===== config.mk =====
export PLATFORM = sky130hd
export DESIGN_NAME = obd_pid_response_decoder_flat
export DESIGN_NICKNAME = d
export VERILOG_FILES = /design/src/rtl/obdpid_pkg.sv /design/src/rtl/obdpid_ifs.sv /design/src/rtl/obdpid_scale.sv /design/src/rtl/obd_pid_response_decoder.sv /design/src/flat_wrapper.sv
export SDC_FILE = /design/constraint.sdc
export NUM_CORES = 2
export LEC_CHECK = 0
export ABC_CLOCK_PERIOD_IN_PS = 16990
export BUFFER_PORTS_ARGS = -buffer_cell sky130_fd_sc_hd__buf_2
export CAP_MARGIN = 20
export CORE_MARGIN = 2
export CORE_UTILIZATION = 45
export CTS_BUF_LIST = sky130_fd_sc_hd__clkbuf_8
export CTS_CLUSTER_SIZE = 28
export DETAILED_ROUTE_END_ITERATION = 6
export PLACE_DENSITY = 0.65
export SYNTH_ARGS = -nofsm -noshare
export SYNTH_HDL_FRONTEND = slang
export SYNTH_SLANG_ARGS = --single-unit

===== constraint.sdc =====
create_clock -name i_clk -period 16.99 [get_ports i_clk]
set_input_delay 1.699 -clock i_clk [delete_from_list [all_inputs] [get_ports i_clk]]
set_output_delay 1.699 -clock i_clk [all_outputs]
set_load 0.02 [all_outputs]

===== src/rtl/obdpid_pkg.sv =====
`timescale 1ns / 1ps

package obdpid_pkg;

    // Default width of the millisecond counter
    localparam int CLOCK_BITS_DFLT = 32;

    localparam int SCALED_W = 23;

    typedef logic [7:0]                 t_byte;
    typedef logic signed [SCALED_W-1:0] t_scaled;

    // Request types
    localparam logic [1:0] REQ_CHAR = 2'd0;
    localparam logic [1:0] REQ_TICK = 2'd1;
    localparam logic [1:0] REQ_NEW  = 2'd2;

    // Decoded mode 01 PIDs
    localparam t_byte PID_LOAD    = 8'h04;
    localparam t_byte PID_COOLANT = 8'h05;
    localparam t_byte PID_MAP     = 8'h0B;
    localparam t_byte PID_RPM     = 8'h0C;
    localparam t_byte PID_SPEED   = 8'h0D;
    localparam t_byte PID_IAT     = 8'h0F;
    localparam t_byte PID_MAF     = 8'h10;
    localparam t_byte PID_BOOST   = 8'h70;

    // Characters
    localparam t_byte CH_CR    = 8'h0D;
    localparam t_byte CH_LF    = 8'h0A;
    localparam t_byte CH_SPACE = 8'h20;
    localparam t_byte CH_PROMPT = 8'h3E;
    localparam t_byte CH_FOUR  = 8'h34;
    localparam t_byte CH_ONE   = 8'h31;

    // Operands handed to the scaling unit
    typedef struct packed {
        t_byte pid;
        logic  match;
        t_byte a;
        t_byte b;
    } t_scale_in;

    typedef struct packed {
        logic    known;
        t_scaled value;
    } t_scale_out;

    // Nibble to upper-case hex digit
    function automatic t_byte hex_char(input logic [3:0] nib);
        if (nib < 4'd10) begin
            return 8'h30 + {4'b0, nib};
        end
        return 8'h37 + {4'b0, nib};
    endfunction

    // Upper-case hex digit to {ok, nibble}
    function automatic logic [4:0] hex_val(input t_byte c);
        logic [7:0] d;
        d = c - 8'h37;
        if (c >= 8'h30 && c <= 8'h39) begin
            return {1'b1, c[3:0]};
        end
        if (c >= 8'h41 && c <= 8'h46) begin
            return {1'b1, d[3:0]};
        end
        return 5'b0;
    endfunction

endpackage


===== src/rtl/obdpid_ifs.sv =====
`timescale 1ns / 1ps

interface obdpid_req_if;
    logic                 valid;
    logic                 ready;
    logic [1:0]           req_type;
    obdpid_pkg::t_byte    char_code;
    obdpid_pkg::t_byte    expected_pid;

    modport source (output valid, req_type, char_code, expected_pid, input ready);
    modport sink   (input valid, req_type, char_code, expected_pid, output ready);
endinterface

interface obdpid_rsp_if;
    logic                 valid;
    logic                 ready;
    obdpid_pkg::t_byte    decoded_pid;
    logic                 match_found;
    logic                 pid_known;
    obdpid_pkg::t_byte    byte_a;
    obdpid_pkg::t_byte    byte_b;
    obdpid_pkg::t_scaled  scaled_value;
    logic [31:0]          last_run_ms;
    logic                 timer_running_flag;
    logic                 timer_armed_flag;

    modport source (output valid, decoded_pid, match_found, pid_known, byte_a, byte_b,
                    scaled_value, last_run_ms, timer_running_flag, timer_armed_flag,
                    input ready);
    modport sink   (input valid, decoded_pid, match_found, pid_known, byte_a, byte_b,
                    scaled_value, last_run_ms, timer_running_flag, timer_armed_flag,
                    output ready);
endinterface

interface obdpid_cfg_if;
    logic              valid;
    logic              ready;
    obdpid_pkg::t_byte data;

    modport source (output valid, data, input ready);
    modport sink   (input valid, data, output ready);
endinterface


===== src/rtl/obdpid_scale.sv =====
`timescale 1ns / 1ps

// Mode 01 value scaling, 1/256 units, floor. One shared multiplier;
// constant divisions are reciprocal multiplies with a 24-bit shift.
module obdpid_scale (
    input  obdpid_pkg::t_scale_in  i_op,
    output obdpid_pkg::t_scale_out o_res
);

    localparam int SHIFT = 24;
    localparam int OP_W  = 16;
    localparam int K_W   = 31;
    localparam int PR_W  = OP_W + K_W;

    // ceil(2^24 * 25600/255), ceil(2^24 * 64/25), ceil(2^24 * 2/25)
    localparam logic [K_W-1:0] K_LOAD  = 31'd1684300901;
    localparam logic [K_W-1:0] K_64_25 = 31'd42949673;
    localparam logic [K_W-1:0] K_2_25  = 31'd1342178;

    logic [15:0]          w_x;
    logic [OP_W-1:0]      w_op;
    logic [K_W-1:0]       w_k;
    logic [PR_W-1:0]      w_prod;
    logic                 w_known;
    obdpid_pkg::t_scaled  w_val;

    assign w_x    = {i_op.a, i_op.b};
    assign w_prod = PR_W'(w_op) * PR_W'(w_k);

    always_comb begin
        w_op    = '0;
        w_k     = '0;
        w_known = 1'b1;
        w_val   = '0;
        unique case (i_op.pid)
            obdpid_pkg::PID_LOAD: begin
                w_op  = {8'b0, i_op.a};
                w_k   = K_LOAD;
                w_val = w_prod[SHIFT +: obdpid_pkg::SCALED_W];
            end
            obdpid_pkg::PID_COOLANT, obdpid_pkg::PID_IAT: begin
                w_val = $signed({7'b0, i_op.a, 8'b0}) - 23'sd10240;
            end
            obdpid_pkg::PID_MAP: begin
                // clamp below 100 kPa
                w_op  = (i_op.a > 8'd100) ? {8'b0, i_op.a - 8'd100} : '0;
                w_k   = K_64_25;
                w_val = w_prod[SHIFT +: obdpid_pkg::SCALED_W];
            end
            obdpid_pkg::PID_RPM: begin
                w_val = {1'b0, w_x, 6'b0};
            end
            obdpid_pkg::PID_SPEED: begin
                w_val = {7'b0, i_op.a, 8'b0};
            end
            obdpid_pkg::PID_MAF: begin
                w_op  = w_x;
                w_k   = K_64_25;
                w_val = w_prod[SHIFT +: obdpid_pkg::SCALED_W];
            end
            obdpid_pkg::PID_BOOST: begin
                w_op  = (w_x > 16'd3200) ? w_x - 16'd3200 : '0;
                w_k   = K_2_25;
                w_val = w_prod[SHIFT +: obdpid_pkg::SCALED_W];
            end
            default: begin
                w_known = 1'b0;
            end
        endcase
    end

    assign o_res.known = w_known;
    assign o_res.value = i_op.match ? w_val : '0;

endmodule


===== src/rtl/obd_pid_response_decoder.sv =====
`timescale 1ns / 1ps

// A '>' item lands in the input register, its result in the result register.
// Throughput: one item per cycle unless a held result stalls; the parser, the
// scaling multiplier and timer update all sit in the single stage between them.
// Reset (i_rst_n low, synchronous): parser cleared, PID 0, timer and ms
// counter zero, target speed 100 km/h, both pipeline registers empty.
module obd_pid_response_decoder #(
    parameter int CLOCK_BITS = obdpid_pkg::CLOCK_BITS_DFLT
) (
    input  logic                i_clk,
    input  logic                i_rst_n,
    obdpid_cfg_if.sink          i_cfg,
    obdpid_req_if.sink          i_req,
    obdpid_rsp_if.source        o_rsp
);

    // elapsed time is checked against 32 bits at this width
    localparam int ELW = (CLOCK_BITS > 32) ? CLOCK_BITS : 32;

    typedef enum logic {
        PH_SEARCH,
        PH_CAPTURE
    } t_phase;

    // ---------------- configuration ----------------
    obdpid_pkg::t_byte r_target;

    assign i_cfg.ready = 1'b1;

    // ---------------- input register ----------------
    logic              r_in_valid;
    logic [1:0]        r_in_req;
    obdpid_pkg::t_byte r_in_char;
    obdpid_pkg::t_byte r_in_pid;
    logic              w_go;

    // stage moves when the result register is free or being drained
    assign w_go        = r_in_valid && (!o_rsp.valid || o_rsp.ready);
    assign i_req.ready = !r_in_valid || w_go;

    // ---------------- parser / timer state ----------------
    logic [31:0]           r_window,  n_window;
    t_phase                r_phase,   n_phase;
    logic [2:0]            r_digit,   n_digit;
    logic [1:0]            r_stop,    n_stop;
    obdpid_pkg::t_byte     r_held_a,  n_held_a;
    obdpid_pkg::t_byte     r_held_b,  n_held_b;
    obdpid_pkg::t_byte     r_wanted,  n_wanted;
    logic                  r_closed,  n_closed;
    logic [CLOCK_BITS-1:0] r_ms,      n_ms;
    logic [CLOCK_BITS-1:0] r_start,   n_start;
    logic                  r_active,  n_active;
    logic                  r_armed,   n_armed;
    logic [31:0]           r_last,    n_last;
    logic                  n_emit;

    // ---------------- character decode ----------------
    obdpid_pkg::t_byte w_up;
    logic              w_ws;
    logic              w_prompt;
    logic [31:0]       w_shift;
    logic [31:0]       w_want;
    logic [4:0]        w_hex;
    logic              w_which;

    // fold lower case letters
    assign w_up     = (r_in_char >= 8'h61 && r_in_char <= 8'h7A) ? r_in_char - 8'h20
                                                                 : r_in_char;
    assign w_ws     = (r_in_char == obdpid_pkg::CH_CR) || (r_in_char == obdpid_pkg::CH_LF)
                   || (r_in_char == obdpid_pkg::CH_SPACE);
    assign w_prompt = (r_in_char == obdpid_pkg::CH_PROMPT);
    assign w_shift  = {r_window[23:0], w_up};
    assign w_want   = {obdpid_pkg::CH_FOUR, obdpid_pkg::CH_ONE,
                       obdpid_pkg::hex_char(r_wanted[7:4]),
                       obdpid_pkg::hex_char(r_wanted[3:0])};
    assign w_hex    = obdpid_pkg::hex_val(w_up);
    assign w_which  = r_digit[1];   // digits 0,1 -> byte A, 2,3 -> byte B

    // ---------------- response fields ----------------
    logic                   w_match;
    obdpid_pkg::t_byte      w_a;
    obdpid_pkg::t_byte      w_b;
    obdpid_pkg::t_scale_in  w_sc_in;
    obdpid_pkg::t_scale_out w_sc_out;

    // echo found and at least byte A's two characters followed
    assign w_match = (r_phase == PH_CAPTURE) && (r_digit >= 3'd2);
    assign w_a     = w_match ? r_held_a : '0;
    assign w_b     = (w_match && r_digit[2]) ? r_held_b : '0;

    assign w_sc_in.pid   = r_wanted;
    assign w_sc_in.match = w_match;
    assign w_sc_in.a     = w_a;
    assign w_sc_in.b     = w_b;

    obdpid_scale u_scale (
        .i_op  (w_sc_in),
        .o_res (w_sc_out)
    );

    // ---------------- acceleration timer ----------------
    logic [CLOCK_BITS-1:0] w_elapsed;
    logic [ELW-1:0]        w_el_ext;
    logic [31:0]           w_el_sat;

    assign w_elapsed = r_ms - r_start;   // wraps with the counter
    assign w_el_ext  = ELW'(w_elapsed);
    assign w_el_sat  = (w_el_ext > ELW'(32'hFFFF_FFFF)) ? 32'hFFFF_FFFF : w_el_ext[31:0];

    // ---------------- next state ----------------
    always_comb begin
        n_window = r_window;
        n_phase  = r_phase;
        n_digit  = r_digit;
        n_stop   = r_stop;
        n_held_a = r_held_a;
        n_held_b = r_held_b;
        n_wanted = r_wanted;
        n_closed = r_closed;
        n_ms     = r_ms;
        n_start  = r_start;
        n_active = r_active;
        n_armed  = r_armed;
        n_last   = r_last;
        n_emit   = 1'b0;
        if (w_go) begin
            unique case (r_in_req)
                obdpid_pkg::REQ_CHAR: begin
                    // after '>' every character is ignored until the next new-PID request
                    if (!r_closed && !w_ws) begin
                        if (w_prompt) begin
                            n_closed = 1'b1;
                            n_emit   = 1'b1;
                            if (w_match && r_wanted == obdpid_pkg::PID_SPEED) begin
                                priority if (w_a == 8'd0) begin
                                    n_armed  = 1'b1;
                                    n_active = 1'b0;
                                end else if (w_a < r_target && r_armed && !r_active) begin
                                    n_start  = r_ms;
                                    n_active = 1'b1;
                                    n_armed  = 1'b0;
                                end else if (w_a >= r_target && r_active) begin
                                    n_last   = w_el_sat;
                                    n_active = 1'b0;
                                    n_armed  = 1'b0;
                                end else begin
                                    n_active = r_active;
                                end
                            end
                        end else if (r_phase == PH_SEARCH) begin
                            n_window = w_shift;
                            if (w_shift == w_want) begin
                                n_phase = PH_CAPTURE;
                                n_digit = '0;
                            end
                        end else if (!r_digit[2]) begin
                            // a byte stops growing at its first non-hex digit
                            if (!r_stop[w_which]) begin
                                if (!w_hex[4]) begin
                                    n_stop[w_which] = 1'b1;
                                end else if (!w_which) begin
                                    n_held_a = {r_held_a[3:0], w_hex[3:0]};
                                end else begin
                                    n_held_b = {r_held_b[3:0], w_hex[3:0]};
                                end
                            end
                            n_digit = r_digit + 3'd1;
                        end
                    end
                end
                obdpid_pkg::REQ_TICK: begin
                    n_ms = r_ms + CLOCK_BITS'(1);
                end
                obdpid_pkg::REQ_NEW: begin
                    n_wanted = r_in_pid;
                    n_window = '0;
                    n_phase  = PH_SEARCH;
                    n_digit  = '0;
                    n_stop   = '0;
                    n_held_a = '0;
                    n_held_b = '0;
                    n_closed = 1'b0;
                end
                default: begin
                    // unused request code
                end
            endcase
        end
    end

    // ---------------- registers ----------------
    logic r_out_valid;

    always_ff @(posedge i_clk) begin
        if (!i_rst_n) begin
            r_target    <= 8'd100;
            r_in_valid  <= 1'b0;
            r_out_valid <= 1'b0;
            r_window    <= '0;
            r_phase     <= PH_SEARCH;
            r_digit     <= '0;
            r_stop      <= '0;
            r_held_a    <= '0;
            r_held_b    <= '0;
            r_wanted    <= '0;
            r_closed    <= 1'b0;
            r_ms        <= '0;
            r_start     <= '0;
            r_active    <= 1'b0;
            r_armed     <= 1'b0;
            r_last      <= '0;
        end else begin
            if (i_cfg.valid) begin
                r_target <= i_cfg.data;
            end
            if (i_req.valid && i_req.ready) begin
                r_in_valid <= 1'b1;
            end else if (w_go) begin
                r_in_valid <= 1'b0;
            end
            if (n_emit) begin
                r_out_valid <= 1'b1;
            end else if (o_rsp.ready) begin
                r_out_valid <= 1'b0;
            end
            r_window <= n_window;
            r_phase  <= n_phase;
            r_digit  <= n_digit;
            r_stop   <= n_stop;
            r_held_a <= n_held_a;
            r_held_b <= n_held_b;
            r_wanted <= n_wanted;
            r_closed <= n_closed;
            r_ms     <= n_ms;
            r_start  <= n_start;
            r_active <= n_active;
            r_armed  <= n_armed;
            r_last   <= n_last;
        end
    end

    // payload registers
    obdpid_pkg::t_byte   r_o_pid;
    logic                r_o_match;
    logic                r_o_known;
    obdpid_pkg::t_byte   r_o_a;
    obdpid_pkg::t_byte   r_o_b;
    obdpid_pkg::t_scaled r_o_val;
    logic [31:0]         r_o_last;
    logic                r_o_running;
    logic                r_o_armed;

    always_ff @(posedge i_clk) begin
        if (i_req.valid && i_req.ready) begin
            r_in_req  <= i_req.req_type;
            r_in_char <= i_req.char_code;
            r_in_pid  <= i_req.expected_pid;
        end
        if (n_emit) begin
            r_o_pid     <= r_wanted;
            r_o_match   <= w_match;
            r_o_known   <= w_sc_out.known;
            r_o_a       <= w_a;
            r_o_b       <= w_b;
            r_o_val     <= w_sc_out.value;
            r_o_last    <= n_last;
            r_o_running <= n_active;
            r_o_armed   <= n_armed;
        end
    end

    assign o_rsp.valid              = r_out_valid;
    assign o_rsp.decoded_pid        = r_o_pid;
    assign o_rsp.match_found        = r_o_match;
    assign o_rsp.pid_known          = r_o_known;
    assign o_rsp.byte_a             = r_o_a;
    assign o_rsp.byte_b             = r_o_b;
    assign o_rsp.scaled_value       = r_o_val;
    assign o_rsp.last_run_ms        = r_o_last;
    assign o_rsp.timer_running_flag = r_o_running;
    assign o_rsp.timer_armed_flag   = r_o_armed;

    // ---------------- assertions ----------------
    // timer is never armed and running at once
    a_timer_excl: assert property (@(posedge i_clk) disable iff (!i_rst_n)
        !(r_active && r_armed))
        else $error("timer armed and running together");

    // no data digits are counted before the echo is found, never more than four
    a_digit_range: assert property (@(posedge i_clk) disable iff (!i_rst_n)
        ((r_phase != PH_SEARCH) || (r_digit == 3'd0)) && (r_digit <= 3'd4))
        else $error("digit count out of range");

    // a fresh result always comes from a closed response
    a_emit_closed: assert property (@(posedge i_clk) disable iff (!i_rst_n)
        $rose(r_out_valid) |-> r_closed)
        else $error("result issued without prompt");

endmodule

===== src/flat_wrapper.sv =====
// flat-port wrapper written by rule: the top's interface ports become plain ports
module obd_pid_response_decoder_flat 
#(
    parameter int CLOCK_BITS = obdpid_pkg::CLOCK_BITS_DFLT
)
  (i_clk, i_rst_n, i_cfg_valid, i_cfg_data, i_cfg_ready, i_req_valid, i_req_req_type, i_req_char_code, i_req_expected_pid, i_req_ready, o_rsp_valid, o_rsp_decoded_pid, o_rsp_match_found, o_rsp_pid_known, o_rsp_byte_a, o_rsp_byte_b, o_rsp_scaled_value, o_rsp_last_run_ms, o_rsp_timer_running_flag, o_rsp_timer_armed_flag, o_rsp_ready);
  obdpid_cfg_if i_cfg_i ();
  obdpid_req_if i_req_i ();
  obdpid_rsp_if o_rsp_i ();
  input  logic i_clk;
  input  logic i_rst_n;
  input wire logic [$bits(i_cfg_i.valid)-1:0] i_cfg_valid;
  input wire logic [$bits(i_cfg_i.data)-1:0] i_cfg_data;
  output wire logic [$bits(i_cfg_i.ready)-1:0] i_cfg_ready;
  input wire logic [$bits(i_req_i.valid)-1:0] i_req_valid;
  input wire logic [$bits(i_req_i.req_type)-1:0] i_req_req_type;
  input wire logic [$bits(i_req_i.char_code)-1:0] i_req_char_code;
  input wire logic [$bits(i_req_i.expected_pid)-1:0] i_req_expected_pid;
  output wire logic [$bits(i_req_i.ready)-1:0] i_req_ready;
  output wire logic [$bits(o_rsp_i.valid)-1:0] o_rsp_valid;
  output wire logic [$bits(o_rsp_i.decoded_pid)-1:0] o_rsp_decoded_pid;
  output wire logic [$bits(o_rsp_i.match_found)-1:0] o_rsp_match_found;
  output wire logic [$bits(o_rsp_i.pid_known)-1:0] o_rsp_pid_known;
  output wire logic [$bits(o_rsp_i.byte_a)-1:0] o_rsp_byte_a;
  output wire logic [$bits(o_rsp_i.byte_b)-1:0] o_rsp_byte_b;
  output wire logic [$bits(o_rsp_i.scaled_value)-1:0] o_rsp_scaled_value;
  output wire logic [$bits(o_rsp_i.last_run_ms)-1:0] o_rsp_last_run_ms;
  output wire logic [$bits(o_rsp_i.timer_running_flag)-1:0] o_rsp_timer_running_flag;
  output wire logic [$bits(o_rsp_i.timer_armed_flag)-1:0] o_rsp_timer_armed_flag;
  input wire logic [$bits(o_rsp_i.ready)-1:0] o_rsp_ready;
  assign i_cfg_i.valid = i_cfg_valid;
  assign i_cfg_i.data = i_cfg_data;
  assign i_cfg_ready = i_cfg_i.ready;
  assign i_req_i.valid = i_req_valid;
  assign i_req_i.req_type = i_req_req_type;
  assign i_req_i.char_code = i_req_char_code;
  assign i_req_i.expected_pid = i_req_expected_pid;
  assign i_req_ready = i_req_i.ready;
  assign o_rsp_valid = o_rsp_i.valid;
  assign o_rsp_decoded_pid = o_rsp_i.decoded_pid;
  assign o_rsp_match_found = o_rsp_i.match_found;
  assign o_rsp_pid_known = o_rsp_i.pid_known;
  assign o_rsp_byte_a = o_rsp_i.byte_a;
  assign o_rsp_byte_b = o_rsp_i.byte_b;
  assign o_rsp_scaled_value = o_rsp_i.scaled_value;
  assign o_rsp_last_run_ms = o_rsp_i.last_run_ms;
  assign o_rsp_timer_running_flag = o_rsp_i.timer_running_flag;
  assign o_rsp_timer_armed_flag = o_rsp_i.timer_armed_flag;
  assign o_rsp_i.ready = o_rsp_ready;
  obd_pid_response_decoder #(.CLOCK_BITS(CLOCK_BITS)) u_core (.i_clk(i_clk), .i_rst_n(i_rst_n), .i_cfg(i_cfg_i), .i_req(i_req_i), .o_rsp(o_rsp_i));
endmodule

==> impl_metrics.yaml <==
die:
  core_um2: 54900
  die_area_um2: 57200
  die_w_um: 239
  initial_core_util_pct: 45.3
  io_pins: 117
  die_h_um: 239
  fp-row-count: 86
placed_design:
  routabilityCongestion: 0.983
  port_buffers: 115
  placed_cell_area_um2: 26300
  dp_hpwl_um: 58500
grt:
  grt_pass1_wl_um: 111000
  grt_max_degree: 104
  antenna_found_initial: 6
  grt_pass1_vias: 19473
  grt_overflow: 0
  track_usage_pct: 25.6
drt:
  wl_um: 70900
  drt_iter0_markers: 1193
  routed_via_density: 5.28
  vias: 18914
  drc_errors: 0
  firstDrtPassIters: 5
  antenna_left: 0
  wl_per_cell_um: 19.8
setup_path:
  reg2reg_from: "u_core.r_digit[1]"
  reg2reg_depth: 35
  worst_path_largest_cell_delay_ns: 0.88
  r2r_end: "u_core.o_rsp.scaled_value[9]"
  required_ns: 17.41
  cp_max_fo: 17
  path_class: "flop to flop"
  worst-path-stages: 35
  crit_slowest_cell: "o21ai_0"
  cp-startpoint: "u_core.r_digit[1]"
  cp-endpoint: "u_core.o_rsp.scaled_value[9]"
  worstPathArrival_ns: 11.09
  ff2ff_setup_slack_ns: 6.32
  cp-start-kind: "flop"
  cp_num_buf_inv: 7
  critPathTopFamily: "adder cells"
  cpMostUsedCell: "fa_1"
  end_kind: "flop"
timing:
  drv_slew: 0
  rsz0062_at_grt: "false"
  tns_ns: 0
  tightest_slew_ns: 1.12
  max_freq_mhz: 93.7
  fin_crit_ns: 10.67
  finalSetupViolations: 0
  whs_ns: 0.453
  hold_viol: 0
  slew_headroom_pct: 23.6
  fin_skew_ns: 0.0629
  min_period_over_period_pct: 62.8
yosys:
  synthTopCellsByArea: "fa_1 25%, dfxtp_1 13%, ha_1 13%, edfxtp_1 12%, inv_1 8.3%"
  synth-adder-area-share_pct: 37.5
  yosys.area_share.xor_xnor_pct: 3.17
  muxShareOfSynthArea_pct: 0.891
  synth-seq-cells: 264
  synth_cell_types: 73
  netlist_area_um2: 24900
  ys_seq_area_share_pct: 25.3
  synth_edf_count: 101
  postSynthCellCount: 2689
  synth_top_area_share_pct: 24.6
  synth_top_area_cell: "fa_1"
  yosys_warnings: 0
  async_flop_share_pct: 0
  synth_compound_area_share_pct: 10.4
  synthSimpleGateAreaFrac_pct: 13.1
  synth_area_per_cell_um2: 9.25
  synth_top_family_by_area: "adder cells"
  ys.flop_type: "dfxtp_1"
cts:
  htreeDepth: 2
  clkLatencyLatePin_ns: 0.65
  ctsResizeCount: 0
  root_buffer: "clkbuf_8"
  cts_buffers: 45
  cts_tree: "done"
  clk_pin_slew_ns: 0.06
  clkSinkCount: 264
  postCtsSetupBuffers: 0
  clockBufferDepth: 3
  hold_buffers: 0
hold_path:
  hold_depth: 2
  min_path_type: "flop to flop"
  min_from: "u_core.r_start[21]"
pwr:
  netSwitchingFraction_pct: 27.9
  p_clk_share_pct: 40.9
  intPower_mw: 1.05
  p_sw_mw: 0.406
  p_leak_nw: 13.3
  sequentialPowerShare_pct: 45.9
  powerDensity_nw_per_um2: 53.4
  comb_power_share_pct: 13.2
  ir_drop_mv: 0.0955
outcome:
  status: "completed"
finish:
  syn_to_final_growth_pct: 9.76
  multi_input_area_um2: 16400
  final_area_um2: 27300
  layout-drive-gt1-share_pct: 7.53
  fill_cells: 5195
  seq_area_um2: 6300
  num-nets-final: 3434
run:
  max_cap_violations: 0
-- stage by stage --
step / cells / total power [mW] / worst slack, ns / utilization, %
floorplan: 2739 / 0.823 / 8.44 / -
global placement: 3498 / 0.864 / 6.69 / 48.0
detailed placement: 3498 / 0.867 / 6.43 / 48.0
CTS: 3582 / 1.47 / 6.44 / 49.7
global route: 3584 / 1.53 / 5.58 / 49.7
finish: 3585 / 1.46 / 6.32 / 49.7
-- synth_stat cells (8+ instances only) --
master	count
nor2b_1	14
dfxtp_1	163
and4_1	12
nand4_1	17
nor3_1	20
a21oi_1	155
xor2_1	55
nand3_1	76
mux2i_1	15
and3_1	30
fa_1	306
ha_1	254
edfxtp_1	101
o21a_1	10
a31oi_1	14
a21o_1	36
o21ai_0	95
clkbuf_1	61
o211ai_1	12
a211oi_1	9
o22ai_1	15
or3_1	8
a22oi_1	12
inv_1	547
nor2_1	154
xnor2_1	35
nand2b_1	16
nand2_1	279
and2_1	36
-- worst min-delay path, delay by kind of cell (launching register included) --
family	cells	cell delay, ns
DFF	1	0.31
and+or+nand+nor	1	0.05
AOI/OAI and AO/OA	1	0.05
-- cell type report --
type                            count  area share (%)
Tap cell                          704            3.23
Clock inverter                     35           0.972
Antenna cell                        1         0.00917
Sequential cell                   264            23.1
Clock buffer                       49            2.47
Inverter                          550            7.57
Multi-Input combinational cell   1847            60.0
Timing Repair Buffer              135            2.66
-- registers in the layout, summed over array words and instances (netlist names), 2 cells and up --
signal / count
u_core.r_wanted: 8
u_core.o_rsp.last_run_ms: 32
u_core.r_held_a: 8
u_core.r_in_req: 2
u_core.r_start: 32
u_core.r_in_pid: 8
u_core.r_last: 32
u_core.r_target: 8
u_core.o_rsp.byte_a: 8
u_core.r_stop: 2
u_core.r_in_char: 8
u_core.o_rsp.scaled_value: 23
u_core.r_held_b: 8
u_core.r_digit: 3
u_core.r_window: 24
u_core.o_rsp.decoded_pid: 8
u_core.r_ms: 32
u_core.o_rsp.byte_b: 8
-- how the worst min path moves through the flow --
| stage | slack (ns) | endpoint |
|---|---|---|
| after global placement | 0.44 | u_core.r_start[6] |
| after floorplan | 0.40 | u_core.o_rsp.decoded_pid[7] |
| after CTS | 0.45 | u_core.r_start[29] |
| after global routing | 0.47 | u_core.r_start[10] |
| final | 0.45 | u_core.r_start[21] |
| after detailed placement | 0.44 | u_core.r_start[27] |
-- cell usage in the layout (no fill, tap or decap), types with 15 or more instances in the layout --
cell type and count:
buf_2 115, xnor2_1 35, nor3_1 19, fa_1 306, nor2_1 153, mux2i_1 15
a21oi_1 155, buf_4 20, nand2_1 279, clkbuf_8 49, edfxtp_1 101, inv_1 559
conb_1 52, xor2_1 55, a21o_1 36, nand3_1 76, nand4_1 17, and2_1 36
ha_1 254, and3_1 30, nand2b_1 16, o22ai_1 15, o21ai_0 95, dfxtp_1 163
-- metal layers --
layer / track usage [%] / routed length (um)
met3: 5.12 / 4110
met2: 42.0 / 33700
met5: 0 / 54
met1: 33.0 / 29900
met4: 10.6 / 3160
-- cells by family (layout without fill, tap and decap cells) --
kind of cell	after synthesis	count (layout)
buf+inv	628	769
fa+ha+maj	562	562
other cells	2	53
mux	21	21
xor+xnor	90	90
flops	264	264
compound gates	422	422
simple gates	700	700
-- power groups by stage --
stage | clock (mW) | sequential, mW | combinational, mW
after floorplan | 0 | 0.677 | 0.146
after global placement | 0 | 0.682 | 0.182
after detailed placement | 0 | 0.682 | 0.185
after CTS | 0.615 | 0.669 | 0.186
after global routing | 0.643 | 0.669 | 0.220
final | 0.596 | 0.669 | 0.193
Note: power is estimated with default switching activity, not from simulation.
